==> src/rtl/lrtm_pkg.sv <==
package lrtm_pkg;

    localparam int VAL_W = 30;
    localparam int ADDR_W = 6;
    localparam int DRAIN_CYCLES = 6;

    localparam logic [VAL_W-1:0] MODULUS = 30'd1000000007;
    localparam longint unsigned BARRETT_MU_FULL = (64'd1 << 60) / 64'd1000000007;
    localparam logic [30:0] BARRETT_MU = BARRETT_MU_FULL[30:0];

    localparam logic [2:0] REG_COUNT = 3'd7;

    typedef struct packed {
        logic              issue;
        logic [ADDR_W-1:0] x_addr;
        logic [ADDR_W-1:0] y_addr;
        logic [ADDR_W-1:0] w_addr;
        logic              first;
        logic              last;
        logic              y_seed;
        logic [1:0]        seed_sel;
        logic              to_out;
        logic              init_we;
        logic [ADDR_W-1:0] init_addr;
        logic              init_comp;
    } cmd_t;

    typedef struct packed {
        logic out_busy;
    } stat_t;

    function automatic logic [VAL_W-1:0] reg_mod(input logic [VAL_W-1:0] x);
        reg_mod = (x >= MODULUS) ? x - MODULUS : x;
    endfunction

endpackage

==> src/rtl/lrtm_ctrl.sv <==
module lrtm_ctrl
    import lrtm_pkg::*;
#(
    parameter int INDEX_BITS = 61
)
(
    input  logic                  clk,
    input  logic                  rst_n,
    input  logic                  in_valid,
    input  logic [INDEX_BITS-1:0] in_index,
    output logic                  in_ready,
    input  stat_t                 stat,
    output cmd_t                  cmd
);

    localparam logic [2:0] ST_IDLE   = 3'd0;
    localparam logic [2:0] ST_INIT   = 3'd1;
    localparam logic [2:0] ST_DECIDE = 3'd2;
    localparam logic [2:0] ST_MUL    = 3'd3;
    localparam logic [2:0] ST_SQR    = 3'd4;
    localparam logic [2:0] ST_DRAIN  = 3'd5;
    localparam logic [2:0] ST_DOT    = 3'd6;

    localparam logic [2:0] DRAIN_LOAD = 3'(DRAIN_CYCLES - 1);

    logic [2:0]            state_reg, state_next;
    logic [INDEX_BITS-1:0] p_reg, p_next;
    logic [1:0]            acc_bank_reg, acc_bank_next;
    logic [1:0]            base_bank_reg, base_bank_next;
    logic [1:0]            free_bank_reg, free_bank_next;
    logic [5:0]            cnt_reg, cnt_next;
    logic [2:0]            drain_reg, drain_next;
    logic                  after_sqr_reg, after_sqr_next;
    logic [1:0]            x_bank;

    assign in_ready = (state_reg == ST_IDLE);
    assign x_bank = (state_reg == ST_MUL) ? acc_bank_reg : base_bank_reg;

    always_comb
    begin
        state_next     = state_reg;
        p_next         = p_reg;
        acc_bank_next  = acc_bank_reg;
        base_bank_next = base_bank_reg;
        free_bank_next = free_bank_reg;
        cnt_next       = cnt_reg;
        drain_next     = drain_reg;
        after_sqr_next = after_sqr_reg;
        cmd            = '0;
        case (state_reg)
            ST_IDLE:
            begin
                if (in_valid)
                begin
                    p_next = (in_index == '0) ? '0 : in_index - INDEX_BITS'(1);
                    acc_bank_next  = 2'd0;
                    base_bank_next = 2'd1;
                    free_bank_next = 2'd2;
                    cnt_next       = '0;
                    state_next     = ST_INIT;
                end
            end
            ST_INIT:
            begin
                cmd.init_we   = 1'b1;
                cmd.init_addr = {(cnt_reg[4] ? base_bank_reg : acc_bank_reg), cnt_reg[3:0]};
                cmd.init_comp = cnt_reg[4];
                cnt_next      = cnt_reg + 6'd1;
                if (cnt_reg[4:0] == 5'd31)
                begin
                    state_next = ST_DECIDE;
                end
            end
            ST_DECIDE:
            begin
                cnt_next = '0;
                if (p_reg == '0)
                begin
                    state_next = ST_DOT;
                end
                else if (p_reg[0])
                begin
                    state_next = ST_MUL;
                end
                else
                begin
                    state_next = ST_SQR;
                end
            end
            ST_MUL, ST_SQR:
            begin
                cmd.issue  = 1'b1;
                cmd.x_addr = {x_bank, cnt_reg[5:4], cnt_reg[1:0]};
                cmd.y_addr = {base_bank_reg, cnt_reg[1:0], cnt_reg[3:2]};
                cmd.w_addr = {free_bank_reg, cnt_reg[5:4], cnt_reg[3:2]};
                cmd.first  = (cnt_reg[1:0] == 2'd0);
                cmd.last   = (cnt_reg[1:0] == 2'd3);
                cnt_next   = cnt_reg + 6'd1;
                if (cnt_reg == 6'd63)
                begin
                    free_bank_next = x_bank;
                    if (state_reg == ST_MUL)
                    begin
                        acc_bank_next = free_bank_reg;
                    end
                    else
                    begin
                        base_bank_next = free_bank_reg;
                        p_next         = p_reg >> 1;
                    end
                    after_sqr_next = (state_reg == ST_SQR);
                    drain_next     = DRAIN_LOAD;
                    state_next     = ST_DRAIN;
                end
            end
            ST_DRAIN:
            begin
                drain_next = drain_reg - 3'd1;
                cnt_next   = '0;
                if (drain_reg == 3'd0)
                begin
                    if (after_sqr_reg)
                    begin
                        state_next = ST_DECIDE;
                    end
                    else if (p_reg[INDEX_BITS-1:1] == '0)
                    begin
                        state_next = ST_DOT;
                    end
                    else
                    begin
                        state_next = ST_SQR;
                    end
                end
            end
            ST_DOT:
            begin
                if (!stat.out_busy || cnt_reg[1:0] != 2'd0)
                begin
                    cmd.issue    = 1'b1;
                    cmd.x_addr   = {acc_bank_reg, 2'd3, cnt_reg[1:0]};
                    cmd.y_seed   = 1'b1;
                    cmd.seed_sel = cnt_reg[1:0];
                    cmd.first    = (cnt_reg[1:0] == 2'd0);
                    cmd.last     = (cnt_reg[1:0] == 2'd3);
                    cmd.to_out   = (cnt_reg[1:0] == 2'd3);
                    cnt_next     = cnt_reg + 6'd1;
                    if (cnt_reg[1:0] == 2'd3)
                    begin
                        state_next = ST_IDLE;
                    end
                end
            end
            default:
            begin
                state_next = ST_IDLE;
            end
        endcase
    end

    always_ff @(posedge clk or negedge rst_n)
    begin
        if (!rst_n)
        begin
            state_reg     <= ST_IDLE;
            p_reg         <= '0;
            acc_bank_reg  <= 2'd0;
            base_bank_reg <= 2'd1;
            free_bank_reg <= 2'd2;
            cnt_reg       <= '0;
            drain_reg     <= '0;
            after_sqr_reg <= 1'b0;
        end
        else
        begin
            state_reg     <= state_next;
            p_reg         <= p_next;
            acc_bank_reg  <= acc_bank_next;
            base_bank_reg <= base_bank_next;
            free_bank_reg <= free_bank_next;
            cnt_reg       <= cnt_next;
            drain_reg     <= drain_next;
            after_sqr_reg <= after_sqr_next;
        end
    end

endmodule

==> config.mk <==
export PLATFORM = sky130hd
export DESIGN_NAME = lrtm_ctrl
export DESIGN_NICKNAME = d
export VERILOG_FILES = /design/src/rtl/lrtm_pkg.sv /design/src/rtl/lrtm_ctrl.sv
export SDC_FILE = /design/constraint.sdc
export NUM_CORES = 1
export LEC_CHECK = 0
export BUFFER_PORTS_ARGS = -buffer_cell sky130_fd_sc_hd__clkbuf_2
export CORE_ASPECT_RATIO = 1.75
export CORE_MARGIN = 5
export CORE_UTILIZATION = 63
export CTS_BUF_LIST = sky130_fd_sc_hd__clkbuf_4
export DETAILED_ROUTE_END_ITERATION = 7
export PLACE_DENSITY = 0.87
export REMOVE_ABC_BUFFERS = 1
export SYNTH_ARGS = -nofsm -noshare
export SYNTH_HDL_FRONTEND = slang
export SYNTH_SLANG_ARGS = --single-unit
==> constraint.sdc <==
create_clock -name clk -period 5 [get_ports clk]
set_clock_uncertainty 0.05 [all_clocks]
set_input_delay 0.5 -clock clk [delete_from_list [all_inputs] [get_ports clk]]
set_output_delay 0.5 -clock clk [all_outputs]
set_load 0.1 [all_outputs]
Word-level counts from Yosys, hierarchy flattened
Index checks and enable logic that the tools add are counted.

Register bits after elaboration: 80. Input bits: 65. Output and inout port bits: 34. Logic and storage cells: 90.

Add/subtract/negate cells: 3. Equal/unequal tests: 17. Muxes and demuxes: 40. Reductions and logical operators: 22.

Operators by type and width (number): two-way mux 61 bit (4); logical NOT 61 bit (2); case mux 61 bit (2 select lines) (1); subtractor 61 x 1 -> 61 bit, second input constant (1); logical NOT 60 bit (1); two-way mux 3 bit (9); case mux 6 bit (4 select lines) (1); two-way mux 2 bit (11); two-way mux 6 bit (3); case mux 3 bit (6 select lines) (1); inequality test 2 bit, second input constant (8); case mux 2 bit (2 select lines) (4); case mux 7 bit (2 select lines) (1); two-way mux 12 bit (1); == test 3 bit, second input constant (3); two-way mux 8 bit (1); AND reduction 4 bit (2); two-way mux 7 bit (1); adder 6 x 1 -> 6 bit, second input constant (1); == test 3 x 2 -> 1 bit, second input constant (2); == test 6 bit, second input constant (1); logical NOT 3 bit (2); case mux 3 bit (2 select lines) (1); AND reduction 3 bit (2); other kinds (14) (18).

Depth between registers and ports, before layout
Depth after elaboration: 5. Mapped depth: 9. Gate-level depth less buffers: 9.

Worst setup path before layout
No wires, ideal clock.

Path type: reg2out. Start point: register state_reg[2]. End point: output cmd[26] (netlist name). Arrival time: 4.218 ns. Required time: 4.450 ns. Setup slack: 0.232 ns. Cell stages (with the launch flop): 7. Path buffers: 1. Path through: dfrtp_1 -> clkbuf_1 -> nand2_1 -> or2_2 -> a21oi_1 -> and2_1 -> or2_2.

RTL lines: start, declared (RTL line lrtm_ctrl.sv:26) `logic [2:0] state_reg, state_next;`; start signal, assigned (RTL line lrtm_ctrl.sv:176) `state_reg <= state_next;`; end, declared (RTL line lrtm_ctrl.sv:13) `output cmd_t cmd`.

==> reports/results.tsv <==
metric	value	unit
status	completed	
grt_max_degree	81	
drv_slew	0	
num_io_pins	99	
min_period_over_period	0.719	
nNetsFinal	827	
antenna_found_initial	1	
fin_area	6110	µm²
path_class	reg2out	
synth_edf_count	0	
finalHoldViolations	0	
fp.dieH	133	µm
timing.rr.end	p_reg[46]	
maxCapViolCount	0	
via_count	5782	
syn-instance-count	683	
synth_ff_type	dfrtp_1	
route.final.wire_length	16300	µm
power_density	543	nW/µm²
ys_async_sr_fraction	1.00	
cts_tree	done	
seqCellArea	2000	µm²
post_dp_cell_area	5990	µm²
synth_top_cell_area_share	0.357	
cp-start-kind	flip-flop	
cts_hold_buffers	0	
grt_pass1_vias	5598	
clockBufferDepth	2	
r2r_slack	1.93	ns
drcViolationCount	0	
cp_data_arrival_time	3.05	ns
cp_max_fo	20	
die_w	80.4	µm
finalSetupViolCount	0	
syn-cell-area	5470	µm²
synth_area_leader_cell	dfrtp_1	
clk_latency	0.44	ns
postSynthAreaPerCell	8.01	µm²
slew_headroom	0.202	
numPortBuffers	98	
fin_util	0.713	
multiInputGateArea	3260	µm²
postCtsSetupBuffers	0	
nFillCells	713	
ys_ff_latch	80	
cts-root-buf	clkbuf_4	
rr_startpoint	state_reg[0]	
power.leakage	2.56	nW
layout_common_cells	nor2_1, clkbuf_2, dfrtp_1	
drt_first_pass_iters	6	
area_growth	11.7	%
hp-class	in2async	
gp_congestion	1.01	
core_area	8560	µm²
htreeDepth	3	
ant_nets	0	
numCtsBuffers	9	
ys_warn_count	0	
end_kind	output port	
ys_top_cells_by_area	dfrtp_1, nor2_1, xor2_1	
r2r_cells	6	
required	4.45	ns
rows	45	
largest_reg_flops	61	
grtUsageTotal	0.312	
yosysSeqAreaShare	0.367	
wl_per_cell	18.6	µm
cts.reportedPaths.clkPinSlew	0.11	ns
cts.repair.resized	0	
final_common_cell	nor2_1	
dpl.hpwl	11900	µm
rsz0062_at_grt	no	
routed_via_density	6.60	
drt_iter0_markers	494	
max_freq	278	MHz
overflow	0	
grt_pass1_wl	26300	µm
start_util	0.639	
die_area	10700	µm²
ys_types	51	
period_needed	3.60	ns
cts_num_sinks	80	
ir_drop	0.000324	V
drive_gt1_frac	0.185	
tightest_slew	1.20	ns
report_power, final:
group	internal, mW	switching [mW]
sequential	0.953	0.349
combinational	0.484	1.19
clock	0.116	0.219
total	1.55	1.76
worst max-delay path: stages, from the launching register on:
cell and delay (ns):
dfrtp_1 0.87, nand2_1 0.13, or2_2 0.34, a21oi_1 0.48
and2_1 0.23, or2_2 0.11, clkbuf_2 0.44
kinds of logic after synthesis:
| logic type | count (synthesis) | share of synthesized area |
|---|---|---|
| buffers and inverters | 58 | 0.0421 |
| flip-flops | 80 | 0.367 |
| multiplexers | 7 | 0.0135 |
| AO/OA/AOI/OAI | 152 | 0.181 |
| AND/OR/NAND/NOR | 322 | 0.289 |
| adder cells (fa/ha/maj) | 8 | 0.0183 |
| XOR/XNOR | 56 | 0.0897 |
how the worst max path moves through the flow:
stage,start,end,slack (ns),cells after the start
after detailed placement,in_index[42],p_reg[60],1.60,7
after global routing,state_reg[2],cmd[31],1.22,6
after global placement,in_index[13],p_reg[53],1.73,7
final,state_reg[2],cmd[27],1.40,6
after floorplan,state_reg[0],p_reg[11],-2.48,5
after CTS,state_reg[2],cmd[27],1.43,6
area by class of cell:
cell class	count	share of cell area
Multi-Input combinational cell	545	0.534
Sequential cell	80	0.328
Timing Repair Buffer	101	0.0844
Tap cell	117	0.0240
Clock buffer	12	0.0148
Inverter	17	0.0105
Clock inverter	3	0.00328
Antenna cell	1	0.000410
cell usage after synthesis, drive strengths merged, types with 4 or more instances:
cell and number:
and3 11, nand2 45, nor3 27, nor2 124, nand4 7, mux2i 4
and2 13, dfrtp 78, nand3 14, or2 7, a221oi 31, o22ai 24
buf 4, or3 9, xor2 38, o21ai 26, nor4 42, or4 8
nand2b 4, a21oi 49, xnor2 18, clkbuf 37, ha 8, inv 17
stage by stage:
stage               instances  hold slack (ns)  TNS, ns  total power [mW]  setup slack [ns]
floorplan                 642            0.154  -154.64              2.48             -2.48
global placement          860            0.446        0              2.89              1.73
detailed placement        860            0.469        0              2.96              1.60
CTS                       875            0.184        0              3.28              1.43
global route              876            0.234        0              3.53              1.22
finish                    876            0.152        0              3.31              1.40
metal layers:
layer,routed length (µm),up-vias,global-route usage
met4,964,0,0.169
met5,0,-,0
met3,1100,92,0.0507
met1,5550,2739,0.332
li1,-,2612,-
met2,8650,339,0.567
Note: power is estimated with default switching activity, not from simulation.
